`src/hw/rtl/lpm_pkg.sv`:
```
// Shared types and constants for the LIKE pattern matcher.
package lpm_pkg;

  localparam int PATTERN_MAX_DEF = 16;
  localparam int BYTE_W          = 8;
  localparam int LEN_W           = 5;
  localparam int CFG_INDEX_W     = 3;
  localparam int CFG_DATA_W      = 32;
  localparam int WORD_COUNT      = 4;
  localparam int BYTES_PER_WORD  = CFG_DATA_W / BYTE_W;

  localparam logic [BYTE_W-1:0] WILDCARD_BYTE = 8'h25;

  typedef enum logic [CFG_INDEX_W-1:0] {
    REG_PATTERN_LENGTH = 3'd0,
    REG_PATTERN_WORD_0 = 3'd1,
    REG_PATTERN_WORD_1 = 3'd2,
    REG_PATTERN_WORD_2 = 3'd3,
    REG_PATTERN_WORD_3 = 3'd4
  } cfg_reg_t;

  typedef struct packed {
    logic [BYTE_W-1:0] text_byte;
    logic              has_byte;
    logic              last_byte;
  } text_item_t;

endpackage

```
`src/hw/rtl/lpm_cfg_regs.sv`:
```
// Pattern configuration registers and the per-position flags derived from them.
module lpm_cfg_regs
  import lpm_pkg::*;
#(
  parameter int PATTERN_MAX = PATTERN_MAX_DEF,
  localparam int LW = $clog2(PATTERN_MAX + 1)
) (
  input  logic                               clk,
  input  logic                               rst_n,
  input  logic                               cfg_we,
  input  logic [CFG_INDEX_W-1:0]             cfg_index,
  input  logic [CFG_DATA_W-1:0]              cfg_wdata,
  output logic [PATTERN_MAX-1:0][BYTE_W-1:0] pat_bytes,
  output logic [PATTERN_MAX-1:0]             wild_used,
  output logic [PATTERN_MAX-1:0]             byte_used,
  output logic [PATTERN_MAX:0]               pos_mask,
  output logic [LW-1:0]                      len_sel
);

  localparam logic [LEN_W-1:0] PM_LEN = LEN_W'(PATTERN_MAX);

  logic [LEN_W-1:0]      len_r;
  logic [CFG_DATA_W-1:0] words_r [WORD_COUNT];
  logic [LEN_W-1:0]      len_use;

  always_ff @(posedge clk) begin
    if (!rst_n) begin
      len_r <= '0;
      for (int w = 0; w < WORD_COUNT; w++) begin
        words_r[w] <= '0;
      end
    end else if (cfg_we) begin
      case (cfg_reg_t'(cfg_index))
        REG_PATTERN_LENGTH: len_r      <= cfg_wdata[LEN_W-1:0];
        REG_PATTERN_WORD_0: words_r[0] <= cfg_wdata;
        REG_PATTERN_WORD_1: words_r[1] <= cfg_wdata;
        REG_PATTERN_WORD_2: words_r[2] <= cfg_wdata;
        REG_PATTERN_WORD_3: words_r[3] <= cfg_wdata;
        default: ;
      endcase
    end
  end

  // Saturate the programmed length to the pattern storage
  assign len_use = (len_r > PM_LEN) ? PM_LEN : len_r;
  assign len_sel = len_use[LW-1:0];

  for (genvar i = 0; i <= PATTERN_MAX; i++) begin : g_mask
    assign pos_mask[i] = (LEN_W'(i) <= len_use);
  end

  for (genvar i = 0; i < PATTERN_MAX; i++) begin : g_pos
    assign pat_bytes[i] = words_r[i / BYTES_PER_WORD][BYTE_W*(i % BYTES_PER_WORD) +: BYTE_W];
    assign wild_used[i] = (pat_bytes[i] == WILDCARD_BYTE) && pos_mask[i+1];
    assign byte_used[i] = (pat_bytes[i] != WILDCARD_BYTE) && pos_mask[i+1];
  end

endmodule

```
`src/hw/rtl/lpm_eps_close.sv`:
```
// Epsilon closure over wildcard positions as a log-depth prefix network.
module lpm_eps_close
  import lpm_pkg::*;
#(
  parameter int PATTERN_MAX = PATTERN_MAX_DEF
) (
  input  logic [PATTERN_MAX:0]   vec_i,
  input  logic [PATTERN_MAX:0]   pos_mask,
  input  logic [PATTERN_MAX-1:0] wild_used,
  output logic [PATTERN_MAX:0]   vec_o
);

  localparam int NL = $clog2(PATTERN_MAX + 1);

  // gen: position active; prp: activity passes from position i-1 into i
  logic [PATTERN_MAX:0] gen_lvl [NL+1];
  logic [PATTERN_MAX:0] prp_lvl [NL];

  assign gen_lvl[0] = vec_i & pos_mask;
  assign prp_lvl[0] = {wild_used, 1'b0};

  for (genvar l = 0; l < NL; l++) begin : g_lvl
    for (genvar i = 0; i <= PATTERN_MAX; i++) begin : g_bit
      if (i >= (1 << l)) begin : g_comb
        assign gen_lvl[l+1][i] = gen_lvl[l][i] | (prp_lvl[l][i] & gen_lvl[l][i-(1<<l)]);
        if (l + 1 < NL) begin : g_p
          assign prp_lvl[l+1][i] = prp_lvl[l][i] & prp_lvl[l][i-(1<<l)];
        end
      end else begin : g_pass
        assign gen_lvl[l+1][i] = gen_lvl[l][i];
        if (l + 1 < NL) begin : g_p
          assign prp_lvl[l+1][i] = prp_lvl[l][i];
        end
      end
    end
  end

  assign vec_o = gen_lvl[NL];

endmodule

```
`src/hw/rtl/lpm_nfa_step.sv`:
```
// One text byte through the position vector, plus the end-of-text match test.
module lpm_nfa_step
  import lpm_pkg::*;
#(
  parameter int PATTERN_MAX = PATTERN_MAX_DEF,
  localparam int LW = $clog2(PATTERN_MAX + 1)
) (
  input  logic [PATTERN_MAX:0]               vec_i,
  input  text_item_t                         item,
  input  logic [PATTERN_MAX-1:0][BYTE_W-1:0] pat_bytes,
  input  logic [PATTERN_MAX-1:0]             wild_used,
  input  logic [PATTERN_MAX-1:0]             byte_used,
  input  logic [PATTERN_MAX:0]               pos_mask,
  input  logic [LW-1:0]                      len_sel,
  output logic [PATTERN_MAX:0]               vec_nxt,
  output logic                               matched
);

  logic [PATTERN_MAX:0]   pre_eps;
  logic [PATTERN_MAX:0]   post_byte;
  logic [PATTERN_MAX:0]   end_eps;
  logic [PATTERN_MAX-1:0] byte_hit;
  logic [PATTERN_MAX-1:0] stay;

  lpm_eps_close #(.PATTERN_MAX(PATTERN_MAX)) u_eps_pre (
    .vec_i     (vec_i),
    .pos_mask  (pos_mask),
    .wild_used (wild_used),
    .vec_o     (pre_eps)
  );

  for (genvar i = 0; i < PATTERN_MAX; i++) begin : g_hit
    assign byte_hit[i] = pre_eps[i] && byte_used[i] && (pat_bytes[i] == item.text_byte);
    assign stay[i]     = pre_eps[i] && wild_used[i];
  end

  // Wildcards hold their position, literal hits advance by one
  assign post_byte = {1'b0, stay} | {byte_hit, 1'b0};

  // An item without a byte leaves the vector untouched
  assign vec_nxt = item.has_byte ? post_byte : vec_i;

  lpm_eps_close #(.PATTERN_MAX(PATTERN_MAX)) u_eps_end (
    .vec_i     (vec_nxt),
    .pos_mask  (pos_mask),
    .wild_used (wild_used),
    .vec_o     (end_eps)
  );

  assign matched = end_eps[len_sel];

endmodule

```
`src/hw/rtl/like_pattern_matcher_core.sv`:
```
// Top level of the LIKE pattern matcher with '%' as the only wildcard.
// An end-of-text item passes the input stage, then its result is registered.
// Throughput: one text byte per cycle; an end-of-text item stalls while the
// result register is full and out_ready is low.
// Reset (synchronous, rst_n low): config registers clear to zero, the position
// vector returns to position zero, input and result stages empty.
module like_pattern_matcher_core
  import lpm_pkg::*;
#(
  parameter int PATTERN_MAX = PATTERN_MAX_DEF
) (
  input  logic                   clk,
  input  logic                   rst_n,
  input  logic                   in_valid,
  output logic                   in_ready,
  input  logic [BYTE_W-1:0]      in_text_byte,
  input  logic                   in_has_byte,
  input  logic                   in_last_byte,
  output logic                   out_valid,
  input  logic                   out_ready,
  output logic                   out_matched,
  input  logic                   cfg_we,
  input  logic [CFG_INDEX_W-1:0] cfg_index,
  input  logic [CFG_DATA_W-1:0]  cfg_wdata
);

  localparam int LW = $clog2(PATTERN_MAX + 1);
  localparam logic [PATTERN_MAX:0] START_VEC = {{PATTERN_MAX{1'b0}}, 1'b1};

  logic [PATTERN_MAX-1:0][BYTE_W-1:0] pat_bytes;
  logic [PATTERN_MAX-1:0]             wild_used;
  logic [PATTERN_MAX-1:0]             byte_used;
  logic [PATTERN_MAX:0]               pos_mask;
  logic [LW-1:0]                      len_sel;

  logic                 stage_vld_r;
  text_item_t           stage_item_r;
  logic [PATTERN_MAX:0] vec_r;
  logic [PATTERN_MAX:0] vec_nxt;
  logic                 match_nxt;
  logic                 out_vld_r;
  logic                 out_matched_r;
  logic                 out_free;
  logic                 stage_go;
  logic                 in_fire;

  lpm_cfg_regs #(.PATTERN_MAX(PATTERN_MAX)) u_cfg (
    .clk       (clk),
    .rst_n     (rst_n),
    .cfg_we    (cfg_we),
    .cfg_index (cfg_index),
    .cfg_wdata (cfg_wdata),
    .pat_bytes (pat_bytes),
    .wild_used (wild_used),
    .byte_used (byte_used),
    .pos_mask  (pos_mask),
    .len_sel   (len_sel)
  );

  lpm_nfa_step #(.PATTERN_MAX(PATTERN_MAX)) u_nfa (
    .vec_i     (vec_r),
    .item      (stage_item_r),
    .pat_bytes (pat_bytes),
    .wild_used (wild_used),
    .byte_used (byte_used),
    .pos_mask  (pos_mask),
    .len_sel   (len_sel),
    .vec_nxt   (vec_nxt),
    .matched   (match_nxt)
  );

  // Only an end-of-text transaction needs room in the result register
  assign out_free = !out_vld_r || out_ready;
  assign stage_go = stage_vld_r && (!stage_item_r.last_byte || out_free);
  assign in_ready = !stage_vld_r || stage_go;
  assign in_fire  = in_valid && in_ready;

  always_ff @(posedge clk) begin
    if (!rst_n) begin
      stage_vld_r <= 1'b0;
    end else if (in_fire) begin
      stage_vld_r <= 1'b1;
    end else if (stage_go) begin
      stage_vld_r <= 1'b0;
    end
  end

  always_ff @(posedge clk) begin
    if (in_fire) begin
      stage_item_r.text_byte <= in_text_byte;
      stage_item_r.has_byte  <= in_has_byte;
      stage_item_r.last_byte <= in_last_byte;
    end
  end

  always_ff @(posedge clk) begin
    if (!rst_n) begin
      vec_r <= START_VEC;
    end else if (stage_go) begin
      vec_r <= stage_item_r.last_byte ? START_VEC : vec_nxt;
    end
  end

  always_ff @(posedge clk) begin
    if (!rst_n) begin
      out_vld_r <= 1'b0;
    end else if (stage_go && stage_item_r.last_byte) begin
      out_vld_r <= 1'b1;
    end else if (out_ready) begin
      out_vld_r <= 1'b0;
    end
  end

  always_ff @(posedge clk) begin
    if (stage_go && stage_item_r.last_byte) begin
      out_matched_r <= match_nxt;
    end
  end

  assign out_valid   = out_vld_r;
  assign out_matched = out_matched_r;

endmodule

```
`config.mk`:
```
export PLATFORM = sky130hd
export DESIGN_NAME = like_pattern_matcher_core
export DESIGN_NICKNAME = d
export VERILOG_FILES = /design/src/hw/rtl/lpm_pkg.sv /design/src/hw/rtl/lpm_cfg_regs.sv /design/src/hw/rtl/lpm_eps_close.sv /design/src/hw/rtl/lpm_nfa_step.sv /design/src/hw/rtl/like_pattern_matcher_core.sv
export SDC_FILE = /design/constraint.sdc
export NUM_CORES = 1
export LEC_CHECK = 0
export BUFFER_PORTS_ARGS = -buffer_cell sky130_fd_sc_hd__buf_4
export CELL_PAD_IN_SITES_DETAIL_PLACEMENT = 1
export CELL_PAD_IN_SITES_GLOBAL_PLACEMENT = 1
export CORE_MARGIN = 2
export CORE_UTILIZATION = 35
export CTS_CLUSTER_DIAMETER = 40
export DETAILED_ROUTE_END_ITERATION = 8
export PLACE_DENSITY_LB_ADDON = 0.3
export SYNTH_ARGS = -nofsm -noshare
export SYNTH_HDL_FRONTEND = slang
export SYNTH_HIERARCHICAL = 1
export SYNTH_SLANG_ARGS = --single-unit
```
`constraint.sdc`:
```
create_clock -name clk -period 10.9 [get_ports clk]
set_input_delay 0 -clock clk [delete_from_list [all_inputs] [get_ports clk]]
set_output_delay 0 -clock clk [all_outputs]
set_load 0.1 [all_outputs]
```
==> metrics.md <==
| Metric | Value |
|---|---|
| RD Place Congestion | 0.927 |
| Most common cell after layout, fill and taps aside | edfxtp_1 |
| Worst Path Required | between 10 and 15 ns |
| Critical path type | flop to flop |
| Hpwl dp | 21,200 um |
| Min-delay src | cfg_we |
| PwrDens | roughly 130 mW/mm^2 |
| First-pass iteration count of the detailed router | 5 |
| N_diodes | 0 |
| Clock Tree Buf Depth | 2 |
| Layout cell share with drive strength beyond 1 | between 10% and 20% |
| Synth warn | 6 |
| Area of the multi-input gates | 0.00460 mm^2 |
| Vias per cell | 5.37 |
| Final hold violations | 0 |
| Die width | 171 um |
| Initial antenna violation count | 0 |
| First-pass GRT wire length | 46,000 um |
| Status | complete, no violations |
| Crit path max fanout | 20 |
| Reg clk slew, reported paths | 0.07 ns |
| WHS Endpoint | u_cfg/len_r[4]$_SDFFE_PN0P_ |
| Net count, final | roughly 1,000 |
| Pin count of the biggest net entering global routing | 35 |
| Ports | 53 |
| Worst r2r src | u_cfg/len_r[4]$_SDFFE_PN0P_ |
| Wirelength per Cell | between 20 and 25 um |
| FF-to-FF path depth | 24 |
| Filler cells | 2,953 |
| Worst skew pair latency | 0.44 ns |
| Final setup violation count | 0 |
| Most frequent cells in the layout | edfxtp_1, and2_1, buf_4 |
| Drt drc | 0 |
| RSZ-0062 raised after global routing | no |
| Relative slew slack | 27.1% |
| Clock share of power | 38.9% |
| Num Clock Sinks | 163 |
| Reg area | ~0.0047 mm^2 |
| Worst Tran Pin Value | 1.08 ns |
| R2r setup slk | 5.66 ns |
| Total track usage | 21.5% |
| Core area | 0.0271 mm^2 |
| Routed Wire Length | approximately 30,000 um |
| CTS tree | built |
| H-tree levels | 4 |
| Non-Filler Instances | 1,360 |
| Total of max-cap violations | 0 |
| Clock root buffer | clkbuf_16 |
| Final total power | 0.00151 W |
| Total congestion overflow | 0 |
| LEAKAGE | roughly 4.2 nW |
| Setup TNS | 0 ns |
| Initial Util | 35.8% |
| Vias in the first global route | 7,673 |
| Critical path arrival | 5.54 ns |
| Worst Hold Class | input pin to flop |
| Hold Path Depth | 3 |
| Port Buffers | between 50 and 60 |
| RR Endpoint | out_matched$_DFFE_PP_ |
| VDD IR-drop max | 96.7 uV |
| Syn_area_per_cell | 11.1 um^2 |
| Die H | 171 um |
| Gate Count Post-Synth | 876 |
| Sw Ratio | 27.6% |
| Routed Antenna Nets | 0 |
| Rows | 60 |
| Iter 0 DRT Violations | between 400 and 500 |
| Internal | 0.00110 W |
| Crit. End Element | flop |
| Fin crit share | 48.1% |
| TritonCTS Buffers | 17 |
| Final Critical Period | about 5.2 ns |
| Max Slew Vio Count | 0 |
| Setup Fix Bufs, Post-CTS | 0 |
| Clock Skews | 0.0175 ns |
| Placed cell count | 1,271 |
| Reg power frac | 49.1% |
| Area grow syn2layout | 18.4% |
| Syn_nets | 926 |
| Switching power total | 0.000418 W |
| Startpoint class of the critical path | flop |
| Max Fclk | 191 MHz |
| Vias after detailed routing | 7,297 |
| DIE AREA | 0.0291 mm^2 |
| Combinational share of power | between 10% and 20% |
| Mapped Area | 0.00971 mm^2 |
-- sequential cells by signal, summed over array words and instances, names as in the netlist --
register,cells
stage_vld_r,1
vec_r,17
out_valid,1
out_matched,1
u_cfg/words_r,128
u_cfg/len_r,5
stage_item_r,10
-- worst max-delay path by stage --
stage | start | endpoint | slack (ns) | cells after the start
4_1_cts | u_cfg/len_r[4]$_SDFFE_PN0P_ | out_matched$_DFFE_PP_ | 5.67 | 23
3_5_place_dp | u_cfg/len_r[4]$_SDFFE_PN0P_ | out_matched$_DFFE_PP_ | 5.69 | 23
5_1_grt | u_cfg/len_r[4]$_SDFFE_PN0P_ | out_matched$_DFFE_PP_ | 5.21 | 24
2_1_floorplan | u_cfg/len_r[4]$_SDFFE_PN0P_ | out_matched$_DFFE_PP_ | 6.56 | 22
6_report | u_cfg/len_r[4]$_SDFFE_PN0P_ | out_matched$_DFFE_PP_ | 5.66 | 24
3_3_place_gp | u_cfg/len_r[4]$_SDFFE_PN0P_ | out_matched$_DFFE_PP_ | 5.86 | 20
-- power groups by stage --
| stage | clock network, W | registers (W) | logic, W |
|---|---|---|---|
| after floorplan | 0 | 0.000751 | 0.000107 |
| after global placement | 0 | 0.000756 | 0.000163 |
| after detailed placement | 0 | 0.000758 | 0.000166 |
| after CTS | 0.000600 | 0.000744 | 0.000181 |
| after global routing | 0.000624 | 0.000748 | 0.000194 |
| final | 0.000589 | 0.000743 | 0.000181 |
-- through the flow --
stage               worst slack (ns)  hold slack [ns]  cell area [um^2]  util [%]
floorplan                       6.56           0.0989              9710         -
global placement                5.86            0.179             10400      38.2
detailed placement              5.69            0.180             10400      38.2
CTS                             5.67           0.0347             11500      42.4
global route                    5.21           0.0979             11500      42.4
finish                          5.66           0.0545             11500      42.4
-- timing repair --
item	4_1_cts	5_1_grt
hold buffers	57	0
gates resized for setup	0	0
endpoints found under the hold margin	145	0
-- routing by layer --
| layer | up-vias | track usage (%) | wire, um |
|---|---|---|---|
| met1 | 3685 | 27.8 | 13400 |
| met5 | - | 0 | 0 |
| met3 | 47 | 2.59 | 1220 |
| li1 | 3367 | - | - |
| met2 | 198 | 36.6 | 14900 |
| met4 | 0 | 8.77 | 1000 |
-- final cells by class --
cell class	instances	share of cell area (%)
clock buffers	17	3.70
clock inverters	15	1.29
inverters	31	1.01
multi-input cells	636	40.0
flip-flops and latches	163	40.5
well taps	372	4.05
repair buffers	126	9.46
-- critical path, cell delays in order, from the launching register on --
cell,delay [ns]
dfxtp_1,0.72
or2_2,0.40
nor2_1,0.09
inv_1,0.22
a21oi_1,0.12
nor2_1,0.32
a21oi_1,0.06
and2b_2,0.27
a21o_1,0.12
nand3_2,0.09
o21a_1,0.24
o21ai_1,0.23
and3_1,0.19
a32oi_1,0.11
a21oi_1,0.28
a32oi_1,0.11
nand3_1,0.20
a31oi_4,0.06
o31ai_4,0.41
nor2_2,0.09
nor2_1,0.10
mux2i_1,0.08
a221oi_1,0.35
o21ai_0,0.15
nand4_1,0.09
Power figures use the tool's default switching activity.
